$ cat config.mk
export PLATFORM = sky130hd
export DESIGN_NAME = fss_ctrl
export DESIGN_NICKNAME = d
export VERILOG_FILES = /design/src/design/fss_pkg.sv /design/src/design/fss_ctrl.sv
export SDC_FILE = /design/constraint.sdc
export NUM_CORES = 1
export LEC_CHECK = 0
export ABC_AREA = 1
export BUFFER_PORTS_ARGS = -buffer_cell sky130_fd_sc_hd__buf_2
export CORE_MARGIN = 2
export CORE_UTILIZATION = 60
export CTS_BUF_LIST = sky130_fd_sc_hd__clkbuf_4
export CTS_CLUSTER_SIZE = 30
export DETAILED_ROUTE_END_ITERATION = 6
export HOLD_SLACK_MARGIN = 0.08
export PLACE_DENSITY_LB_ADDON = 0.15
export REMOVE_ABC_BUFFERS = 1
export SLEW_MARGIN = 20
export SYNTH_ARGS = -nofsm -noshare
export SYNTH_HDL_FRONTEND = slang
export SYNTH_SLANG_ARGS = --single-unit
$ cat constraint.sdc
create_clock -name clk -period 2 [get_ports clk]
set_clock_uncertainty 0.1 [all_clocks]
set_input_delay 0.2 -clock clk [delete_from_list [all_inputs] [get_ports clk]]
set_output_delay 0.2 -clock clk [all_outputs]
set_load 0.005 [all_outputs]
$ cat src/design/fss_pkg.sv
// Shared types, constants and command codes of the frame statistics core.
`default_nettype none
package fss_pkg;

  localparam int unsigned MAX_LENGTH = 4096;
  localparam int CNT_W      = 13;
  localparam int SUM_W      = 29;
  localparam int SQ_W       = 43;
  localparam int REF_W      = 24;
  localparam int DIV_W      = 64;
  localparam int DIV_STEPS  = 64;
  localparam int DIV_CNT_W  = 7;
  localparam int RAD_W      = 48;
  localparam int ROOT_W     = 24;
  localparam int SQRT_STEPS = 24;
  localparam int SQRT_CNT_W = 5;

  localparam logic signed [15:0] SAMPLE_MOST_POS = 16'sh7fff;
  localparam logic signed [15:0] SAMPLE_MOST_NEG = 16'sh8000;

  typedef struct packed {
    logic signed [15:0] sample;
    logic               last;
  } in_item_t;

  typedef struct packed {
    logic signed [23:0] mean_value;
    logic [39:0]        variance_value;
    logic [23:0]        deviation_value;
    logic [23:0]        rms_value;
    logic signed [15:0] min_value;
    logic signed [15:0] max_value;
    logic [42:0]        energy_value;
    logic [38:0]        power_value;
    logic [12:0]        sample_count;
    logic               overflow_flag;
  } out_item_t;

  typedef enum logic [2:0] {
    MUL_NONE    = 3'd0,
    MUL_SQHI_N  = 3'd1,
    MUL_SQLO_N  = 3'd2,
    MUL_SUM_SUM = 3'd3,
    MUL_REF_N   = 3'd4,
    MUL_ACC_REF = 3'd5
  } mul_sel_t;

  typedef enum logic [2:0] {
    ACC_HOLD      = 3'd0,
    ACC_LOAD_P21  = 3'd1,
    ACC_ADD_P     = 3'd2,
    ACC_SUB_P     = 3'd3,
    ACC_P_SUB_SUM = 3'd4,
    ACC_SQ_ADD_P  = 3'd5,
    ACC_LOAD_Q    = 3'd6
  } acc_op_t;

  typedef enum logic [2:0] {
    DSRC_MEAN    = 3'd0,
    DSRC_POW     = 3'd1,
    DSRC_ACC_SHL = 3'd2,
    DSRC_ACC     = 3'd3,
    DSRC_ACC_SHR = 3'd4
  } div_src_t;

  typedef enum logic [1:0] {
    DCAP_NONE = 2'd0,
    DCAP_MEAN = 2'd1,
    DCAP_POW  = 2'd2,
    DCAP_VAR  = 2'd3
  } div_cap_t;

  typedef enum logic {
    SSRC_RMS = 1'b0,
    SSRC_DEV = 1'b1
  } sq_src_t;

  typedef enum logic [1:0] {
    SCAP_NONE = 2'd0,
    SCAP_RMS  = 2'd1,
    SCAP_DEV  = 2'd2
  } sq_cap_t;

  typedef struct packed {
    mul_sel_t mul_sel;
    acc_op_t  acc_op;
    logic     div_go;
    div_src_t div_src;
    div_cap_t div_cap;
    logic     sq_go;
    sq_src_t  sq_src;
    sq_cap_t  sq_cap;
    logic     out_load;
  } fss_cmd_t;

  typedef struct packed {
    logic ref_zero;
    logic div_done;
    logic sq_done;
  } fss_stat_t;

endpackage
`default_nettype wire

$ cat src/design/fss_ctrl.sv
// Controller: sequences the end-of-frame arithmetic and owns the result valid.
`default_nettype none
module fss_ctrl (
  input  wire logic               clk,
  input  wire logic               rst_n,
  input  wire logic               start,
  input  wire fss_pkg::fss_stat_t stat,
  input  wire logic               out_stall,
  output fss_pkg::fss_cmd_t       cmd,
  output logic                    busy,
  output logic                    out_valid
);

  typedef enum logic [23:0] {
    S_IDLE    = 24'd1 << 0,
    S_MEAN_GO = 24'd1 << 1,
    S_MEAN_WT = 24'd1 << 2,
    S_POW_GO  = 24'd1 << 3,
    S_POW_WT  = 24'd1 << 4,
    S_RMS_GO  = 24'd1 << 5,
    S_RMS_WT  = 24'd1 << 6,
    S_V0      = 24'd1 << 7,
    S_V1      = 24'd1 << 8,
    S_V2      = 24'd1 << 9,
    S_V3      = 24'd1 << 10,
    S_VD1_GO  = 24'd1 << 11,
    S_VD1_WT  = 24'd1 << 12,
    S_VD2_GO  = 24'd1 << 13,
    S_VD2_WT  = 24'd1 << 14,
    S_R0      = 24'd1 << 15,
    S_R1      = 24'd1 << 16,
    S_R2      = 24'd1 << 17,
    S_R3      = 24'd1 << 18,
    S_RD_GO   = 24'd1 << 19,
    S_RD_WT   = 24'd1 << 20,
    S_DEV_GO  = 24'd1 << 21,
    S_DEV_WT  = 24'd1 << 22,
    S_FIN     = 24'd1 << 23
  } state_t;

  state_t            state_r, state_nxt;
  logic              out_valid_r, out_valid_nxt;
  fss_pkg::fss_cmd_t cmd_c;

  always_comb begin
    state_nxt = state_r;
    cmd_c     = '0;
    case (state_r)
      S_IDLE: begin
        if (start) begin
          state_nxt = S_MEAN_GO;
        end
      end
      S_MEAN_GO: begin
        cmd_c.div_go  = 1'b1;
        cmd_c.div_src = fss_pkg::DSRC_MEAN;
        state_nxt     = S_MEAN_WT;
      end
      S_MEAN_WT: begin
        if (stat.div_done) begin
          cmd_c.div_cap = fss_pkg::DCAP_MEAN;
          state_nxt     = S_POW_GO;
        end
      end
      S_POW_GO: begin
        cmd_c.div_go  = 1'b1;
        cmd_c.div_src = fss_pkg::DSRC_POW;
        state_nxt     = S_POW_WT;
      end
      S_POW_WT: begin
        if (stat.div_done) begin
          cmd_c.div_cap = fss_pkg::DCAP_POW;
          state_nxt     = S_RMS_GO;
        end
      end
      S_RMS_GO: begin
        cmd_c.sq_go  = 1'b1;
        cmd_c.sq_src = fss_pkg::SSRC_RMS;
        state_nxt    = S_RMS_WT;
      end
      S_RMS_WT: begin
        if (stat.sq_done) begin
          cmd_c.sq_cap = fss_pkg::SCAP_RMS;
          state_nxt    = stat.ref_zero ? S_V0 : S_R0;
        end
      end
      // n*S2 - S*S, with S2 split in two halves
      S_V0: begin
        cmd_c.mul_sel = fss_pkg::MUL_SQHI_N;
        state_nxt     = S_V1;
      end
      S_V1: begin
        cmd_c.acc_op  = fss_pkg::ACC_LOAD_P21;
        cmd_c.mul_sel = fss_pkg::MUL_SQLO_N;
        state_nxt     = S_V2;
      end
      S_V2: begin
        cmd_c.acc_op  = fss_pkg::ACC_ADD_P;
        cmd_c.mul_sel = fss_pkg::MUL_SUM_SUM;
        state_nxt     = S_V3;
      end
      S_V3: begin
        cmd_c.acc_op = fss_pkg::ACC_SUB_P;
        state_nxt    = S_VD1_GO;
      end
      S_VD1_GO: begin
        cmd_c.div_go  = 1'b1;
        cmd_c.div_src = fss_pkg::DSRC_ACC_SHL;
        state_nxt     = S_VD1_WT;
      end
      S_VD1_WT: begin
        if (stat.div_done) begin
          cmd_c.acc_op = fss_pkg::ACC_LOAD_Q;
          state_nxt    = S_VD2_GO;
        end
      end
      S_VD2_GO: begin
        cmd_c.div_go  = 1'b1;
        cmd_c.div_src = fss_pkg::DSRC_ACC;
        state_nxt     = S_VD2_WT;
      end
      S_VD2_WT: begin
        if (stat.div_done) begin
          cmd_c.div_cap = fss_pkg::DCAP_VAR;
          state_nxt     = S_DEV_GO;
        end
      end
      // 65536*S2 + r*(n*r - 512*S)
      S_R0: begin
        cmd_c.mul_sel = fss_pkg::MUL_REF_N;
        state_nxt     = S_R1;
      end
      S_R1: begin
        cmd_c.acc_op = fss_pkg::ACC_P_SUB_SUM;
        state_nxt    = S_R2;
      end
      S_R2: begin
        cmd_c.mul_sel = fss_pkg::MUL_ACC_REF;
        state_nxt     = S_R3;
      end
      S_R3: begin
        cmd_c.acc_op = fss_pkg::ACC_SQ_ADD_P;
        state_nxt    = S_RD_GO;
      end
      S_RD_GO: begin
        cmd_c.div_go  = 1'b1;
        cmd_c.div_src = fss_pkg::DSRC_ACC_SHR;
        state_nxt     = S_RD_WT;
      end
      S_RD_WT: begin
        if (stat.div_done) begin
          cmd_c.div_cap = fss_pkg::DCAP_VAR;
          state_nxt     = S_DEV_GO;
        end
      end
      S_DEV_GO: begin
        cmd_c.sq_go  = 1'b1;
        cmd_c.sq_src = fss_pkg::SSRC_DEV;
        state_nxt    = S_DEV_WT;
      end
      S_DEV_WT: begin
        cmd_c.sq_src = fss_pkg::SSRC_DEV;
        if (stat.sq_done) begin
          cmd_c.sq_cap = fss_pkg::SCAP_DEV;
          state_nxt    = S_FIN;
        end
      end
      S_FIN: begin
        // hold until the result register is free
        if (!out_valid_r || !out_stall) begin
          cmd_c.out_load = 1'b1;
          state_nxt      = S_IDLE;
        end
      end
      default: begin
        state_nxt = S_IDLE;
      end
    endcase
  end

  always_comb begin
    out_valid_nxt = out_valid_r;
    if (cmd_c.out_load) begin
      out_valid_nxt = 1'b1;
    end else if (out_valid_r && !out_stall) begin
      out_valid_nxt = 1'b0;
    end
  end

  always_ff @(posedge clk) begin
    if (!rst_n) begin
      state_r     <= S_IDLE;
      out_valid_r <= 1'b0;
    end else begin
      state_r     <= state_nxt;
      out_valid_r <= out_valid_nxt;
    end
  end

  assign cmd       = cmd_c;
  assign busy      = (state_r != S_IDLE);
  assign out_valid = out_valid_r;

`ifndef SYNTH
  a_start_idle: assert property (@(posedge clk) disable iff (!rst_n)
    start |-> state_r == S_IDLE)
    else $error("frame closed while results still being computed");
  a_load_free: assert property (@(posedge clk) disable iff (!rst_n)
    cmd_c.out_load |-> (!out_valid_r || !out_stall))
    else $error("result register overwritten before being taken");
  a_valid_src: assert property (@(posedge clk) disable iff (!rst_n)
    $rose(out_valid_r) |-> $past(state_r) == S_FIN)
    else $error("result raised outside the finish step");
  a_div_restart: assert property (@(posedge clk) disable iff (!rst_n)
    cmd_c.div_go |=> !stat.div_done)
    else $error("divider done not cleared by start");
`endif

endmodule
`default_nettype wire

# Yosys cells after proc, flatten, opt, wreduce, memory -nomap -nowiden
# Index checks and enable logic that the tools add are counted.
[totals] output_inout_bits=19 elab_cells=71 in_bits=7 ff_bits=25
[op_classes] n_reduce_logical=9 n_eq_ne=33 mux=27
[ops] op="$pmux W24 S23" n=1
[ops] op="$mux W24" n=8
[ops] op="$eq A24 B1 Y1 const B" n=1
[ops] op="$eq A24 B10 Y1 const B" n=1
[ops] op="$eq A24 B11 Y1 const B" n=1
[ops] op="$eq A24 B12 Y1 const B" n=1
[ops] op="$eq A24 B13 Y1 const B" n=1
[ops] op="$eq A24 B14 Y1 const B" n=1
[ops] op="$eq A24 B15 Y1 const B" n=1
[ops] op="$eq A24 B16 Y1 const B" n=1
[ops] op="$eq A24 B17 Y1 const B" n=1
[ops] op="$eq A24 B18 Y1 const B" n=1
[ops] op="$eq A24 B19 Y1 const B" n=1
[ops] op="$eq A24 B2 Y1 const B" n=1
[ops] op="$eq A24 B20 Y1 const B" n=1
[ops] op="$eq A24 B21 Y1 const B" n=1
[ops] op="$eq A24 B22 Y1 const B" n=1
[ops] op="$eq A24 B23 Y1 const B" n=1
[ops] op="$eq A24 B24 Y1 const B" n=1
[ops] op="$eq A24 B3 Y1 const B" n=1
[ops] op="$eq A24 B4 Y1 const B" n=1
[ops] op="$eq A24 B5 Y1 const B" n=1
[ops] op="$eq A24 B6 Y1 const B" n=1
[ops] op="$eq A24 B7 Y1 const B" n=1
[ops] op="20 further kinds" n=38

# Logic depth before layout (Yosys ltp)
[depth] depth_word=5 depth_mapped=14 mapped_depth_nobuf=13

# Least setup slack after synthesis
# OpenSTA, ideal clock, no wires.
[synth_path] path_type="reg2reg" from="register state_r[8]" to="register state_r[17]" path_stages_with_launch=15 t_required_ps=1783 slack_ps=220 arrival_time_ps=1563 n_path_buf=1 setup_time_ps=117 period_less_slack_ps=1780 cell_sequence="dfxtp_1 nor2_2 nand2_4 inv_2 nand2_8 nor2_4 nand2_4 nor2_4 nor2_4 nand2_4 nor2_4 nand3_4 nand2_4 buf_12 nor2_4"
[synth_via] elab_chain_len=4 word_cells_on_any_way=35 classes_between="32 x eq/ne; 1 x mux; 2 x reduce/logical"
[synth_rtl] item="start, declared" line_no="fss_ctrl.sv:41" rtl="state_t state_r, state_nxt;"
[synth_rtl] item="start signal, assigned" line_no="fss_ctrl.sv:195" rtl="state_r <= state_nxt;"
[synth_rtl] item="$eq A24 B21 Y1 / $eq A24 B15 Y1 (equally long branches)" line_no="fss_ctrl.sv:48" rtl="case (state_r)"
[synth_rtl] item="$reduce_or A2 Y1 (no source line)"
[synth_rtl] item="$ne A2 B1 Y1 (no source line)"
[synth_rtl] item="$reduce_and A8 Y1 (no source line)"
# Parallel ways exist; a longest one is shown, timed or not.
# A chain may end at the register's enable or synchronous reset.

==> impl_metrics.tcl <==
set metrics [dict create \
    end_kind "output pin" \
    required_ns 1.70 \
    holdCritPathClass "in -> reg" \
    clockPowerShare_pct 7.1 \
    grt.total_usage_pct 28.84 \
    seq_area_frac_synth_pct 25.06 \
    drv_slew 0 \
    ys_types 30 \
    worstMarginPinSlew_ns 0.4002 \
    setup_slack_ns -0.1395 \
    route.detailed.drc 0 \
    hold_depth 2 \
    drtIter0Drc 269 \
    dpl.hpwl_mm 3.571 \
    yosysTopAreaCell "dfxtp_1" \
    synthCells 286 \
    pwr-share-seq_pct 17.4 \
    ys_ff_latch 25 \
    place_inst 358 \
    drive_gt1_share_pct 57.39 \
    power.combinational.fraction_pct 75.5 \
    via_count 2366 \
    synth_area_leaders "dfxtp_1, nand2_1, nor2_1, nand2_4, nor2_4" \
    r2r_cells 14 \
    clock_sinks 25 \
    switching_share_pct 55.86 \
    switching_power_mw 2.084 \
    powerDensity_mw_per_mm2 1324 \
    die-area_mm2 0.003806 \
    clk_pin_slew_ns 0.14 \
    fmax_ghz 0.4674 \
    setup_viol 27 \
    grt_pass1_wl_mm 8.045 \
    cts_tree "done" \
    worstPathMaxFanout 6 \
    violations "negative setup slack" \
    rsz0062_at_grt "true" \
    peakVddDrop_uv 1350 \
    finalHoldViolCount 0 \
    min_period_over_period_pct 107.0 \
    nNetsFinal 360 \
    port_buffers 25 \
    start_util_pct 64.35 \
    use_met1_pct 35.25 \
    reg2reg_slack_ns -0.09 \
    post_drt_via_cell_ratio 5.975 \
    die_height_um 61.69 \
    place_area_mm2 0.002183 \
    ant_nets 0 \
    intPower_mw 1.647 \
    finalInstanceArea_mm2 0.002819 \
    core-area_mm2 0.003103 \
    wl_mm 7.306 \
    wl_per_cell_um 18.45 \
    busiest_layer "met2" \
    overflow 0 \
    avgSynthCellArea_um2 6.982 \
    first_pass_iters 5 \
    numCtsBuffers 3 \
    worstPathArrival_ns 1.84 \
    period_needed_ns 2.140 \
    area_growth_pct 41.17 \
    h-tree-depth 1 \
    synth_area_mm2 0.001997 \
    yosysTopAreaCellShare_pct 25.06 \
    grt_pass1_vias 1824 \
    globalRouteMet2Util_pct 51.73 \
    slew_headroom_pct 73.32 \
    ios 26 \
    dp_worst_setup_slack_ns -0.03116 \
    antenna_found_initial 0 \
    gr-usage-met3_pct 3.313 \
    place_congestion 0.8834 \
    stdcell_count 396 \
    synth.yosys.warnings 0 \
    status "finished with violations" \
    crit_type "reg -> out" \
    p_leak_nw 1.454 \
    die_w_um 61.69 \
    clock-root-buffer "clkbuf_4" \
    cap_violations 0 \
    crit_path_start_kind "register" \
    clock_path_buffers 2 \
    core.rowCount 20 \
    diodes 0 \
    clock_latency_ns 0.34 \
    grt_max_degree 14 \
]
-- metrics by stage --
step / power, mW / TNS (ns) / hold WS, ns / util (%)
floorplan: 2.153 / 0 / 0.1863 / -
global placement: 2.543 / 0 / 0.3680 / 70.36
detailed placement: 2.569 / -0.09636 / 0.3695 / 70.36
CTS: 3.202 / -0.03954 / 0.08278 / 80.40
global route: 3.868 / -5.017 / 0.1640 / 90.85
finish: 3.731 / -1.989 / 0.1534 / 90.85
-- power groups by stage --
stage / clock (mW) / combinational [mW] / sequential [mW]
after detailed placement: 0 / 1.95 / 0.622
after global routing: 0.268 / 2.95 / 0.651
final: 0.265 / 2.82 / 0.648
after global placement: 0 / 1.92 / 0.621
after floorplan: 0 / 1.54 / 0.612
after CTS: 0.261 / 2.30 / 0.638
-- cells in the final DEF, fill, tap and decap left out, types with 6 or more instances in the layout --
cell     count
inv_1       33
nor2_1      35
dfxtp_4      6
nand2_1     38
nor2_2      11
dfxtp_2     18
nand3_1     26
nor2_4      33
nand2_4     18
buf_2       25
buf_4       31
nand2_2     16
inv_2        8
-- flip-flops by register name, summed over array words and instances, names as in the netlist --
| register | cells |
|---|---|
| out_valid | 1 |
| state_r | 24 |
-- critical path: stages, from the launching register on --
cell,delay (ns)
dfxtp_4,0.39
nor2_4,0.16
nand2_4,0.11
inv_2,0.11
nand2_8,0.10
nor2_1,0.13
nand2_1,0.13
nand2_2,0.11
nor2_2,0.05
o21ai_0,0.08
buf_2,0.14
-- what timing repair did --
item	CTS	global route
gates resized for setup	41	65
pin swaps	14	24
hold buffers	2	1
endpoints found under the setup margin	22	35
gates cloned	1	0
setup buffers	14	16
hold endpoints to repair	3	1
-- metal layers --
metal | routed length (um) | part of all wire [%]
met3 | 588 | 8.0
met5 | 0 | 0
met4 | 456 | 6.2
met1 | 2712 | 37
met2 | 3547 | 49
-- path summary, 6_finish.rpt --
| check | start | end |
|---|---|---|
| hold reg to reg | out_valid$_SDFFE_PN0P_ | out_valid$_SDFFE_PN0P_ |
| hold / removal | rst_n | state_r[0]$_SDFFE_PN1P_ |
| setup / recovery | state_r[14]$_SDFFE_PN0P_ | cmd[10] |
| setup reg to reg | state_r[5]$_SDFFE_PN0P_ | state_r[6]$_SDFFE_PN0P_ |
-- area by class of cell --
type / count / area [um^2]
Clock buffer: 4 / 30.03
Fill cell: 135 / 284.0
Inverter: 46 / 187.7
Multi-Input combinational cell: 212 / 1536
Sequential cell: 25 / 545.5
Tap cell: 44 / 55.05
Timing Repair Buffer: 65 / 464.2
-- cell usage after synthesis, drive strengths merged --
cell type,n
nor2,82
nand2,74
inv,45
nand3,31
dfxtp,25
nor3,7
nand4,5
o21ai,5
buf,4
a21oi,2
and3,2
and2,1
clkinv,1
nand3b,1
o21bai,1
-- cells by family after synthesis --
family | Yosys count | share of synthesized area [%]
AND/OR/NAND/NOR | 203 | 61.34
AO/OA/AOI/OAI | 8 | 2.130
flip-flops | 25 | 25.06
buffers and inverters | 50 | 11.47
(Power assumes the default switching activity.)
